`src/csfc_pkg.sv`:
```
// Shared widths, constants, types and helpers of the crop and scale fit calculator.
// Used by the core and by its port checker; depends on nothing else.
package csfc_pkg;

    // Field widths.
    localparam int DIM_W   = 13;
    localparam int OFS_W   = 11;
    localparam int SCALE_W = 21;

    // Largest usable frame or panel dimension; larger values saturate to it.
    localparam int MAX_DIM = 4096;

    // Scale resolution: 1/256 steps, i.e. 8 fraction bits.
    localparam int SCALE_STEPS = 256;
    localparam int SCALE_SHIFT = $clog2(SCALE_STEPS);

    // Product of two saturated dimensions, also the dividend width of the divider.
    localparam int PROD_W = 2 * $clog2(MAX_DIM) + 1;

    // Dividend bits used by the scale search: panel size shifted by the fraction bits.
    localparam int FIT_STEPS = DIM_W + SCALE_SHIFT;

    // Step counter, wide enough for a full-width division.
    localparam int CNT_W = $clog2(PROD_W + 1);

    // Configuration port.
    localparam int APB_AW     = 3;
    localparam int APB_DW     = 32;
    localparam int REG_IDX_BIT = 2;

    // Register indexes.
    localparam logic REG_DISPLAY_WIDTH  = 1'b0;
    localparam logic REG_DISPLAY_HEIGHT = 1'b1;

    // Reset values of the panel size registers.
    localparam int DISPLAY_WIDTH_RST  = 1024;
    localparam int DISPLAY_HEIGHT_RST = 600;

    typedef logic [DIM_W-1:0]   t_dim;
    typedef logic [OFS_W-1:0]   t_ofs;
    typedef logic [SCALE_W-1:0] t_scale;
    typedef logic [PROD_W-1:0]  t_prod;

    // Saturate a dimension to the largest supported size.
    function automatic t_dim clamp_dim(input t_dim v);
        return (v > t_dim'(MAX_DIM)) ? t_dim'(MAX_DIM) : v;
    endfunction

endpackage

```
`src/crop_scale_fit_calculator_core.sv`:
```
// Top level of the crop and scale fit calculator: one sequencer with a bit-serial
// multiplier and a shared bit-serial divider. Depends on csfc_pkg.
//
// Usage. A beat on the input channel (i_in_valid / o_in_ready) carries one camera
// frame size. For it the block returns one beat on the output channel
// (o_out_valid / i_out_ready) with a centered crop window, its offsets and the two
// scale factors (8 fraction bits) that map the crop exactly onto the panel size
// held in the two configuration registers, written over the APB-style port.
// Sequencing. One frame size is handled at a time; o_in_ready is high only
// while the sequencer is idle. A repeat of the cached frame size goes straight
// to handing over the result. Any other size runs a shift-add multiplication
// (one multiplier bit per cycle), the crop division (one quotient bit per cycle)
// and the crop setting, then, for every crop size tried by the scale search of
// each axis, a divider load, the divider steps and a fit check, and finally the
// handover of the result; an axis whose crop is zero skips its search. The search
// count depends on the data: one attempt per axis in the common case, up
// to a few thousand when the frame is much larger than the panel.
// Reset loads the panel size 1024 x 600, empties the result cache and leaves the
// output channel empty. When the receiver stalls, a finished result waits in the
// output register; a new frame size is still accepted, and its result waits for
// the output register to drain.
module crop_scale_fit_calculator_core (
    input  logic                             i_clk,
    input  logic                             i_rst_n,
    // Input channel.
    input  logic                             i_in_valid,
    output logic                             o_in_ready,
    input  csfc_pkg::t_dim                   i_in_width,
    input  csfc_pkg::t_dim                   i_in_height,
    // Output channel.
    output logic                             o_out_valid,
    input  logic                             i_out_ready,
    output csfc_pkg::t_dim                   o_crop_w,
    output csfc_pkg::t_dim                   o_crop_h,
    output csfc_pkg::t_ofs                   o_offset_x,
    output csfc_pkg::t_ofs                   o_offset_y,
    output csfc_pkg::t_scale                 o_scale_x_fixed,
    output csfc_pkg::t_scale                 o_scale_y_fixed,
    // Configuration port.
    input  logic                             psel,
    input  logic                             penable,
    input  logic                             pwrite,
    input  logic [csfc_pkg::APB_AW-1:0]      paddr,
    input  logic [csfc_pkg::APB_DW-1:0]      pwdata,
    output logic [csfc_pkg::APB_DW-1:0]      prdata,
    output logic                             pready
);
    import csfc_pkg::*;

    typedef enum logic [2:0] {
        S_IDLE,
        S_MUL,
        S_CROP_DIV,
        S_CROP_SET,
        S_FIT_LOAD,
        S_FIT_DIV,
        S_FIT_CHECK,
        S_DONE
    } t_state;

    t_state           r_state;

    // Configuration registers, stored as written (13 bits) and saturated at use.
    t_dim             r_disp_w;
    t_dim             r_disp_h;

    // Result cache. A cached width of zero means the cache is empty. The crop and
    // scale registers double as the working registers of a new calculation.
    t_dim             r_last_w;
    t_dim             r_last_h;
    t_dim             r_crop_w;
    t_dim             r_crop_h;
    t_scale           r_scale_x;
    t_scale           r_scale_y;

    // Saturated frame size of the current beat.
    t_dim             r_w;
    t_dim             r_h;

    // Shift-add multiplier: two products formed side by side.
    t_prod            r_acc_a;      // width times panel height
    t_prod            r_acc_b;      // height times panel width
    t_prod            r_mcand_w;
    t_prod            r_mcand_h;
    t_dim             r_mplr_a;
    t_dim             r_mplr_b;

    // Restoring divider: dividend shifts out of r_dq as quotient bits shift in.
    t_prod            r_dq;
    logic [DIM_W:0]   r_rem;
    t_dim             r_div;
    logic [CNT_W-1:0] r_cnt;

    // Scale search.
    t_dim             r_s;          // crop size under test
    logic             r_axis;       // 0: horizontal, 1: vertical
    logic             r_narrow_w;   // the crop division narrows the width

    // Output register.
    logic             r_out_valid;
    t_dim             r_out_crop_w;
    t_dim             r_out_crop_h;
    t_ofs             r_out_ofs_x;
    t_ofs             r_out_ofs_y;
    t_scale           r_out_scale_x;
    t_scale           r_out_scale_y;

    // Combinational helpers.
    t_dim             in_w_cl;
    t_dim             in_h_cl;
    t_dim             disp_w_cl;
    t_dim             disp_h_cl;
    logic             cache_hit;
    logic             cfg_write;
    logic             cfg_idx;
    t_prod            n_acc_a;
    t_prod            n_acc_b;
    logic [DIM_W:0]   rem_shift;
    logic             q_bit;
    logic [DIM_W:0]   n_rem;
    t_prod            n_dq;
    t_dim             crop_q;
    t_dim             fit_out;
    t_dim             fit_rem;
    t_dim             fit_gap;
    logic             fit_hit;
    t_scale           fit_scale;
    t_dim             diff_x;
    t_dim             diff_y;
    t_ofs             ofs_x;
    t_ofs             ofs_y;

    assign in_w_cl   = clamp_dim(i_in_width);
    assign in_h_cl   = clamp_dim(i_in_height);
    assign disp_w_cl = clamp_dim(r_disp_w);
    assign disp_h_cl = clamp_dim(r_disp_h);

    // A zero width never matches, so an empty cache cannot hit.
    assign cache_hit = (i_in_width != '0) && (r_last_w == i_in_width)
                       && (r_last_h == i_in_height);

    assign cfg_write = psel && penable && pwrite && pready;
    assign cfg_idx   = paddr[REG_IDX_BIT];

    // One multiplier bit per cycle for each of the two products.
    assign n_acc_a = r_acc_a + (r_mplr_a[0] ? r_mcand_w : '0);
    assign n_acc_b = r_acc_b + (r_mplr_b[0] ? r_mcand_h : '0);

    // One quotient bit per cycle.
    assign rem_shift = {r_rem[DIM_W-1:0], r_dq[PROD_W-1]};
    assign q_bit     = (rem_shift >= {1'b0, r_div});
    assign n_rem     = q_bit ? (rem_shift - {1'b0, r_div}) : rem_shift;
    assign n_dq      = {r_dq[PROD_W-2:0], q_bit};

    // Division by a zero panel dimension gives zero.
    assign crop_q = (r_div == '0) ? '0 : r_dq[DIM_W-1:0];

    // With c = ceil(N / s) and N = panel size times SCALE_STEPS, the product s * c
    // equals N + (s - rem) when the remainder is nonzero. The floored scaled size
    // hits the panel size exactly when the remainder is zero or s - rem stays
    // below one scale step, so no multiplication is needed for the check.
    assign fit_out   = r_axis ? disp_h_cl : disp_w_cl;
    assign fit_rem   = r_rem[DIM_W-1:0];
    assign fit_gap   = r_s - fit_rem;
    assign fit_hit   = (fit_rem == '0) || (fit_gap < t_dim'(SCALE_STEPS));
    assign fit_scale = r_dq[SCALE_W-1:0] + SCALE_W'(fit_rem != '0);

    // Centered offsets, halved and kept to the field width.
    assign diff_x = r_w - r_crop_w;
    assign diff_y = r_h - r_crop_h;
    assign ofs_x  = (r_w >= r_crop_w) ? diff_x[OFS_W:1] : '0;
    assign ofs_y  = (r_h >= r_crop_h) ? diff_y[OFS_W:1] : '0;

    assign o_in_ready = (r_state == S_IDLE);

    assign o_out_valid     = r_out_valid;
    assign o_crop_w        = r_out_crop_w;
    assign o_crop_h        = r_out_crop_h;
    assign o_offset_x      = r_out_ofs_x;
    assign o_offset_y      = r_out_ofs_y;
    assign o_scale_x_fixed = r_out_scale_x;
    assign o_scale_y_fixed = r_out_scale_y;

    assign pready = 1'b1;

    always_comb begin
        unique case (cfg_idx)
            REG_DISPLAY_WIDTH:  prdata = {{(APB_DW-DIM_W){1'b0}}, r_disp_w};
            REG_DISPLAY_HEIGHT: prdata = {{(APB_DW-DIM_W){1'b0}}, r_disp_h};
            default:            prdata = '0;
        endcase
    end

    always_ff @(posedge i_clk) begin
        if (!i_rst_n) begin
            r_state     <= S_IDLE;
            r_out_valid <= 1'b0;
            r_disp_w    <= t_dim'(DISPLAY_WIDTH_RST);
            r_disp_h    <= t_dim'(DISPLAY_HEIGHT_RST);
            r_last_w    <= '0;
            r_last_h    <= '0;
            r_crop_w    <= '0;
            r_crop_h    <= '0;
            r_scale_x   <= '0;
            r_scale_y   <= '0;
        end else begin
            // In S_DONE the output register is refilled by the state machine instead.
            if (r_out_valid && i_out_ready && (r_state != S_DONE)) begin
                r_out_valid <= 1'b0;
            end

            unique case (r_state)
                S_IDLE: begin
                    if (i_in_valid) begin
                        r_w <= in_w_cl;
                        r_h <= in_h_cl;
                        if (cache_hit) begin
                            r_state <= S_DONE;
                        end else begin
                            r_last_w  <= i_in_width;
                            r_last_h  <= i_in_height;
                            r_crop_w  <= in_w_cl;
                            r_crop_h  <= in_h_cl;
                            r_scale_x <= '0;
                            r_scale_y <= '0;
                            r_acc_a   <= '0;
                            r_acc_b   <= '0;
                            r_mcand_w <= PROD_W'(in_w_cl);
                            r_mcand_h <= PROD_W'(in_h_cl);
                            r_mplr_a  <= disp_h_cl;
                            r_mplr_b  <= disp_w_cl;
                            r_cnt     <= CNT_W'(DIM_W);
                            r_state   <= S_MUL;
                        end
                    end
                end

                S_MUL: begin
                    r_acc_a   <= n_acc_a;
                    r_acc_b   <= n_acc_b;
                    r_mcand_w <= r_mcand_w << 1;
                    r_mcand_h <= r_mcand_h << 1;
                    r_mplr_a  <= r_mplr_a >> 1;
                    r_mplr_b  <= r_mplr_b >> 1;
                    r_cnt     <= r_cnt - CNT_W'(1);
                    if (r_cnt == CNT_W'(1)) begin
                        // The frame is relatively wider than the panel: narrow the
                        // width to height * panel_w / panel_h, else the height.
                        if (n_acc_a > n_acc_b) begin
                            r_narrow_w <= 1'b1;
                            r_dq       <= n_acc_b;
                            r_div      <= disp_h_cl;
                        end else begin
                            r_narrow_w <= 1'b0;
                            r_dq       <= n_acc_a;
                            r_div      <= disp_w_cl;
                        end
                        r_rem   <= '0;
                        r_cnt   <= CNT_W'(PROD_W);
                        r_state <= S_CROP_DIV;
                    end
                end

                S_CROP_DIV: begin
                    r_dq  <= n_dq;
                    r_rem <= n_rem;
                    r_cnt <= r_cnt - CNT_W'(1);
                    if (r_cnt == CNT_W'(1)) begin
                        r_state <= S_CROP_SET;
                    end
                end

                S_CROP_SET: begin
                    if (r_narrow_w) begin
                        r_crop_w <= crop_q;
                        r_s      <= crop_q;
                    end else begin
                        r_crop_h <= crop_q;
                        r_s      <= r_crop_w;
                    end
                    r_axis  <= 1'b0;
                    r_state <= S_FIT_LOAD;
                end

                S_FIT_LOAD: begin
                    if (r_s == '0) begin
                        // Nothing left to search: this axis gets crop 0 and scale 0.
                        if (!r_axis) begin
                            r_crop_w <= '0;
                            r_scale_x <= '0;
                            r_s      <= r_crop_h;
                            r_axis   <= 1'b1;
                        end else begin
                            r_crop_h  <= '0;
                            r_scale_y <= '0;
                            r_state   <= S_DONE;
                        end
                    end else begin
                        // Dividend is the panel size times SCALE_STEPS, left-aligned.
                        r_dq    <= {fit_out, {(PROD_W-DIM_W){1'b0}}};
                        r_rem   <= '0;
                        r_div   <= r_s;
                        r_cnt   <= CNT_W'(FIT_STEPS);
                        r_state <= S_FIT_DIV;
                    end
                end

                S_FIT_DIV: begin
                    r_dq  <= n_dq;
                    r_rem <= n_rem;
                    r_cnt <= r_cnt - CNT_W'(1);
                    if (r_cnt == CNT_W'(1)) begin
                        r_state <= S_FIT_CHECK;
                    end
                end

                S_FIT_CHECK: begin
                    if (fit_hit) begin
                        if (!r_axis) begin
                            r_crop_w  <= r_s;
                            r_scale_x <= fit_scale;
                            r_s       <= r_crop_h;
                            r_axis    <= 1'b1;
                            r_state   <= S_FIT_LOAD;
                        end else begin
                            r_crop_h  <= r_s;
                            r_scale_y <= fit_scale;
                            r_state   <= S_DONE;
                        end
                    end else begin
                        r_s     <= r_s - t_dim'(1);
                        r_state <= S_FIT_LOAD;
                    end
                end

                S_DONE: begin
                    if (!r_out_valid || i_out_ready) begin
                        r_out_valid   <= 1'b1;
                        r_out_crop_w  <= r_crop_w;
                        r_out_crop_h  <= r_crop_h;
                        r_out_ofs_x   <= ofs_x;
                        r_out_ofs_y   <= ofs_y;
                        r_out_scale_x <= r_scale_x;
                        r_out_scale_y <= r_scale_y;
                        r_state       <= S_IDLE;
                    end
                end

                default: begin
                    r_state <= S_IDLE;
                end
            endcase

            // A new panel size invalidates every cached result.
            if (cfg_write) begin
                unique case (cfg_idx)
                    REG_DISPLAY_WIDTH:  r_disp_w <= pwdata[DIM_W-1:0];
                    REG_DISPLAY_HEIGHT: r_disp_h <= pwdata[DIM_W-1:0];
                    default:            r_disp_w <= r_disp_w;
                endcase
                r_last_w  <= '0;
                r_last_h  <= '0;
                r_crop_w  <= '0;
                r_crop_h  <= '0;
                r_scale_x <= '0;
                r_scale_y <= '0;
            end
        end
    end

endmodule

```
`config.mk`:
```
export PLATFORM = sky130hd
export DESIGN_NAME = crop_scale_fit_calculator_core
export DESIGN_NICKNAME = d
export VERILOG_FILES = /design/src/csfc_pkg.sv /design/src/crop_scale_fit_calculator_core.sv
export SDC_FILE = /design/constraint.sdc
export NUM_CORES = 1
export LEC_CHECK = 0
export BUFFER_PORTS_ARGS = -buffer_cell sky130_fd_sc_hd__buf_2
export CAP_MARGIN = 20
export CORE_MARGIN = 2
export CORE_UTILIZATION = 55
export DETAILED_ROUTE_END_ITERATION = 8
export GPL_ROUTABILITY_DRIVEN = 0
export GPL_TIMING_DRIVEN = 0
export PLACE_DENSITY = 0.74
export SETUP_SLACK_MARGIN = 0.4
export SYNTH_ARGS = -nofsm -noshare
export SYNTH_HDL_FRONTEND = slang
export SYNTH_SLANG_ARGS = --single-unit
```
`constraint.sdc`:
```
create_clock -name i_clk -period 19.2 [get_ports i_clk]
set_input_delay 0.96 -clock i_clk [delete_from_list [all_inputs] [get_ports i_clk]]
set_output_delay 0.96 -clock i_clk [all_outputs]
set_load 0.02 [all_outputs]
```
==> key figures <==
Outcome
  – Status: complete, no violations

Clocking
  – CTS Buffer Depth: 3
  – CTS tree: yes
  – CTS resizes: 0
  – Hold_buf cts: 0
  – CTS root buf: clkbuf_16
  – CTS H-tree lvls: 2
  – Worst-Skew Late Latency: ~0.59 ns
  – Reg clk slew, reported paths: around 0.060 ns
  – Setup bufs post-CTS: 0
  – Inserted Clock Buffers: 46
  – Clock sinks: about 440

Critical path
  – Top cell family by delay on the critical path: compound AO/OA/AOI/OAI gates
  – Crit end category: flip-flop
  – Critical Path AT: about 7.3 ns
  – Buf+Inv Stages, Crit Path: 4
  – Worst-path fanout max: 10
  – CP max stage cell: edfxtp_1
  – Crit path required time: around 20 ns
  – CP Class: flip-flop to flip-flop
  – Crit start category: flip-flop
  – CP peak stage delay: 0.59 ns
  – Most frequent CP cell: a21oi_1

Global routing
  – First-pass GRT wire length: around 110 mm
  – GRT overflow: 0
  – Total track usage: between 20% and 30%
  – Antenna violations before repair: 0
  – Largest net degree at the start of global routing: 38
  – Number of global-route vias before repair: 18900

STA
  – Min Tclk post-route: around 7.0 ns
  – Slew Limit Fails: 0
  – RSZ-0062 raised after global routing: false
  – Clk_skew: ~0.018 ns
  – Setup TNS: 0 ns
  – Setup ws final: between 10 and 15 ns
  – Slew @ Worst Pin: 0.970 ns
  – Max Clk Rate: 143 MHz
  – Fin Hold WS: roughly 0.43 ns
  – Setup violations, final: 0
  – Final Hold Viols: 0
  – Slew headroom: about a third
  – Fin crit share: approximately 36%

Logic synthesis
  – Synthesis Warnings: 0
  – Top area cells in the synthesized netlist: edfxtp_1 (38%), dfxtp_1 (10%), ha_1 (6.5%)
  – Post-Synthesis Cells: roughly 2500
  – Synth cell types: 86
  – Most common cell in the netlist: nand2_1
  – Number of synthesized flops with an enable pin: 313
  – Synth Area in Compound Gates: 13.9%
  – Main combinational cell family by area after synthesis: simple AND/OR/NAND/NOR gates
  – Sequential share of the synthesized area: between 40% and 50%
  – Ys flop type: edfxtp_1
  – Flops & latches, synth: between 400 and 500
  – Share of the synthesized area in the top cell type: about two fifths
  – Post-synthesis xor/xnor area fraction: 3.97%
  – Most frequent cells after synthesis: nand2_1 (356), edfxtp_1 (313), nor2_1 (173)
  – Synth Area in Adders: about 6.9%
  – Simple-gate share of the synthesized area: 16.7%
  – Post-Syn Area: between 0.02 and 0.025 mm²
  – Syn avg cell area: 10.0 µm²
  – Asr flop ratio synth: 0%
  – Cell taking the most area after synthesis: edfxtp_1
  – Post-synthesis mux area share: 5.88%

Finish
  – Final #Nets: around 2900
  – Area Overhead vs Synth: 13.5%
  – Layout cells sized above 1: 12.5%
  – Finished Layout Cells: approximately 3300

Placement
  – Pre-CTS WS: 12.50 ns
  – Port Buffers: 149
  – Cells after DPL: roughly 3300
  – DP HPWL: 52.5 mm

Power
  – Gate power share: 53.5%
  – Design Power: around 5.3 mW
  – Static Leak: roughly 11 nW
  – Int Power: approximately 3.1 mW
  – Clock network power share: 17.1%
  – Net Sw Frac: between 40% and 50%
  – Psw: between 2 and 2.5 mW
  – Sequential share of power: around 29%
  – Peak VDD IR: 0.000190 V
  – PD cells: 189 mW/mm²

Die
  – Initial Utilization: 55.8%
  – # IOs: 193
  – Rows: 77
  – Die span in y: ~220 µm
  – Core ar.: ~0.044 mm²
  – Die ar.: between 0.04 and 0.05 mm²
  – Die Span X: about 220 µm

Route
  – TritonRoute pass-1 iters: 8
  – WL/cell: about 21 µm
  – Initial DRC Count: between 2000 and 2500
  – Via count: approximately 20000
  – DRC Markers: 0
  – Total wire length: just under 70 mm
  – Antenna viol nets, final: 0
  – Drt via density: around 6.0

Min path
  – Worst min-delay path class: flip-flop to flip-flop

Run
  – Max Cap Violations: 0
## worst paths after layout
| path | start | end | slack [ns] | depth (start not counted) |
|---|---|---|---|---|
| max | r_mplr_b[0] | r_dq[11] | 12.21 | 25 |
| min | r_scale_y[5] | o_scale_y_fixed[5] | 0.43 | 0 |
| max reg2reg | r_mplr_b[0] | r_dq[11] | 12.21 | 25 |
| min reg2reg | r_scale_y[5] | o_scale_y_fixed[5] | 0.43 | 0 |
## metrics by stage
stage,utilization (%),instance area (µm²)
2_1_floorplan,-,24800
3_3_place_gp,59.3,26300
3_5_place_dp,59.9,26600
4_1_cts,63.4,28100
5_1_grt,63.4,28100
6_report,63.4,28100
## layer usage
layer | GRT usage, % | up-vias | wire [µm]
met3 | 4.98 | 197 | 6290
met5 | 0 | - | 0
met2 | 46.2 | 967 | 31100
met1 | 39.9 | 9493 | 28800
met4 | 13.2 | 0 | 3270
li1 | - | 9242 | -
## flip-flops by register name, summed over array words and instances, names as in the netlist, 25 cells and up
signal,cells
r_mcand_h,25
r_acc_a,25
r_acc_b,25
r_dq,25
r_mcand_w,25
## power by group through the flow
| stage | Combinational (mW) | Clock (mW) | Sequential, mW |
|---|---|---|---|
| after floorplan | 2.07 | 0 | 1.53 |
| after global placement | 2.65 | 0 | 1.62 |
| after detailed placement | 2.78 | 0 | 1.57 |
| after CTS | 2.80 | 0.918 | 1.55 |
| after global routing | 3.09 | 0.956 | 1.58 |
| final | 2.85 | 0.910 | 1.56 |
## cells by family (layout without fill, tap and decap cells)
group | after synthesis | after routing
simple gates | 882 | 882
xor+xnor | 112 | 112
fa+ha+maj | 133 | 133
flops | 437 | 437
buf+inv | 264 | 512
mux | 142 | 142
compound gates | 501 | 501
other cells | 2 | 22
## area by class of cell
cell class,count,area (µm²)
fillers,3573,16200
flip-flops and latches,437,11900
multi-input cells,1790,11800
clock buffers,67,1320
repair buffers,167,991
well taps,592,741
plain buffers,140,674
inverters,124,465
clock inverters,14,203
diodes,2,5.00
## layout by cell type (no fill, tap or decap), types with 29 or more instances in the layout
cell	instances
buf_4	29
a22oi_1	31
nand3_1	40
clkbuf_1	104
and2_1	98
nand2b_1	33
edfxtp_1	313
clkbuf_16	47
ha_1	128
inv_1	123
nor2_1	172
nor2b_1	58
xor2_1	38
mux2i_1	122
nand4_1	31
a211oi_1	32
dfxtp_1	124
nand2_1	356
a21oi_1	90
a21boi_0	33
buf_2	157
nor3_1	34
o21ai_0	125
xnor2_1	74
(Power assumes the default switching activity.)
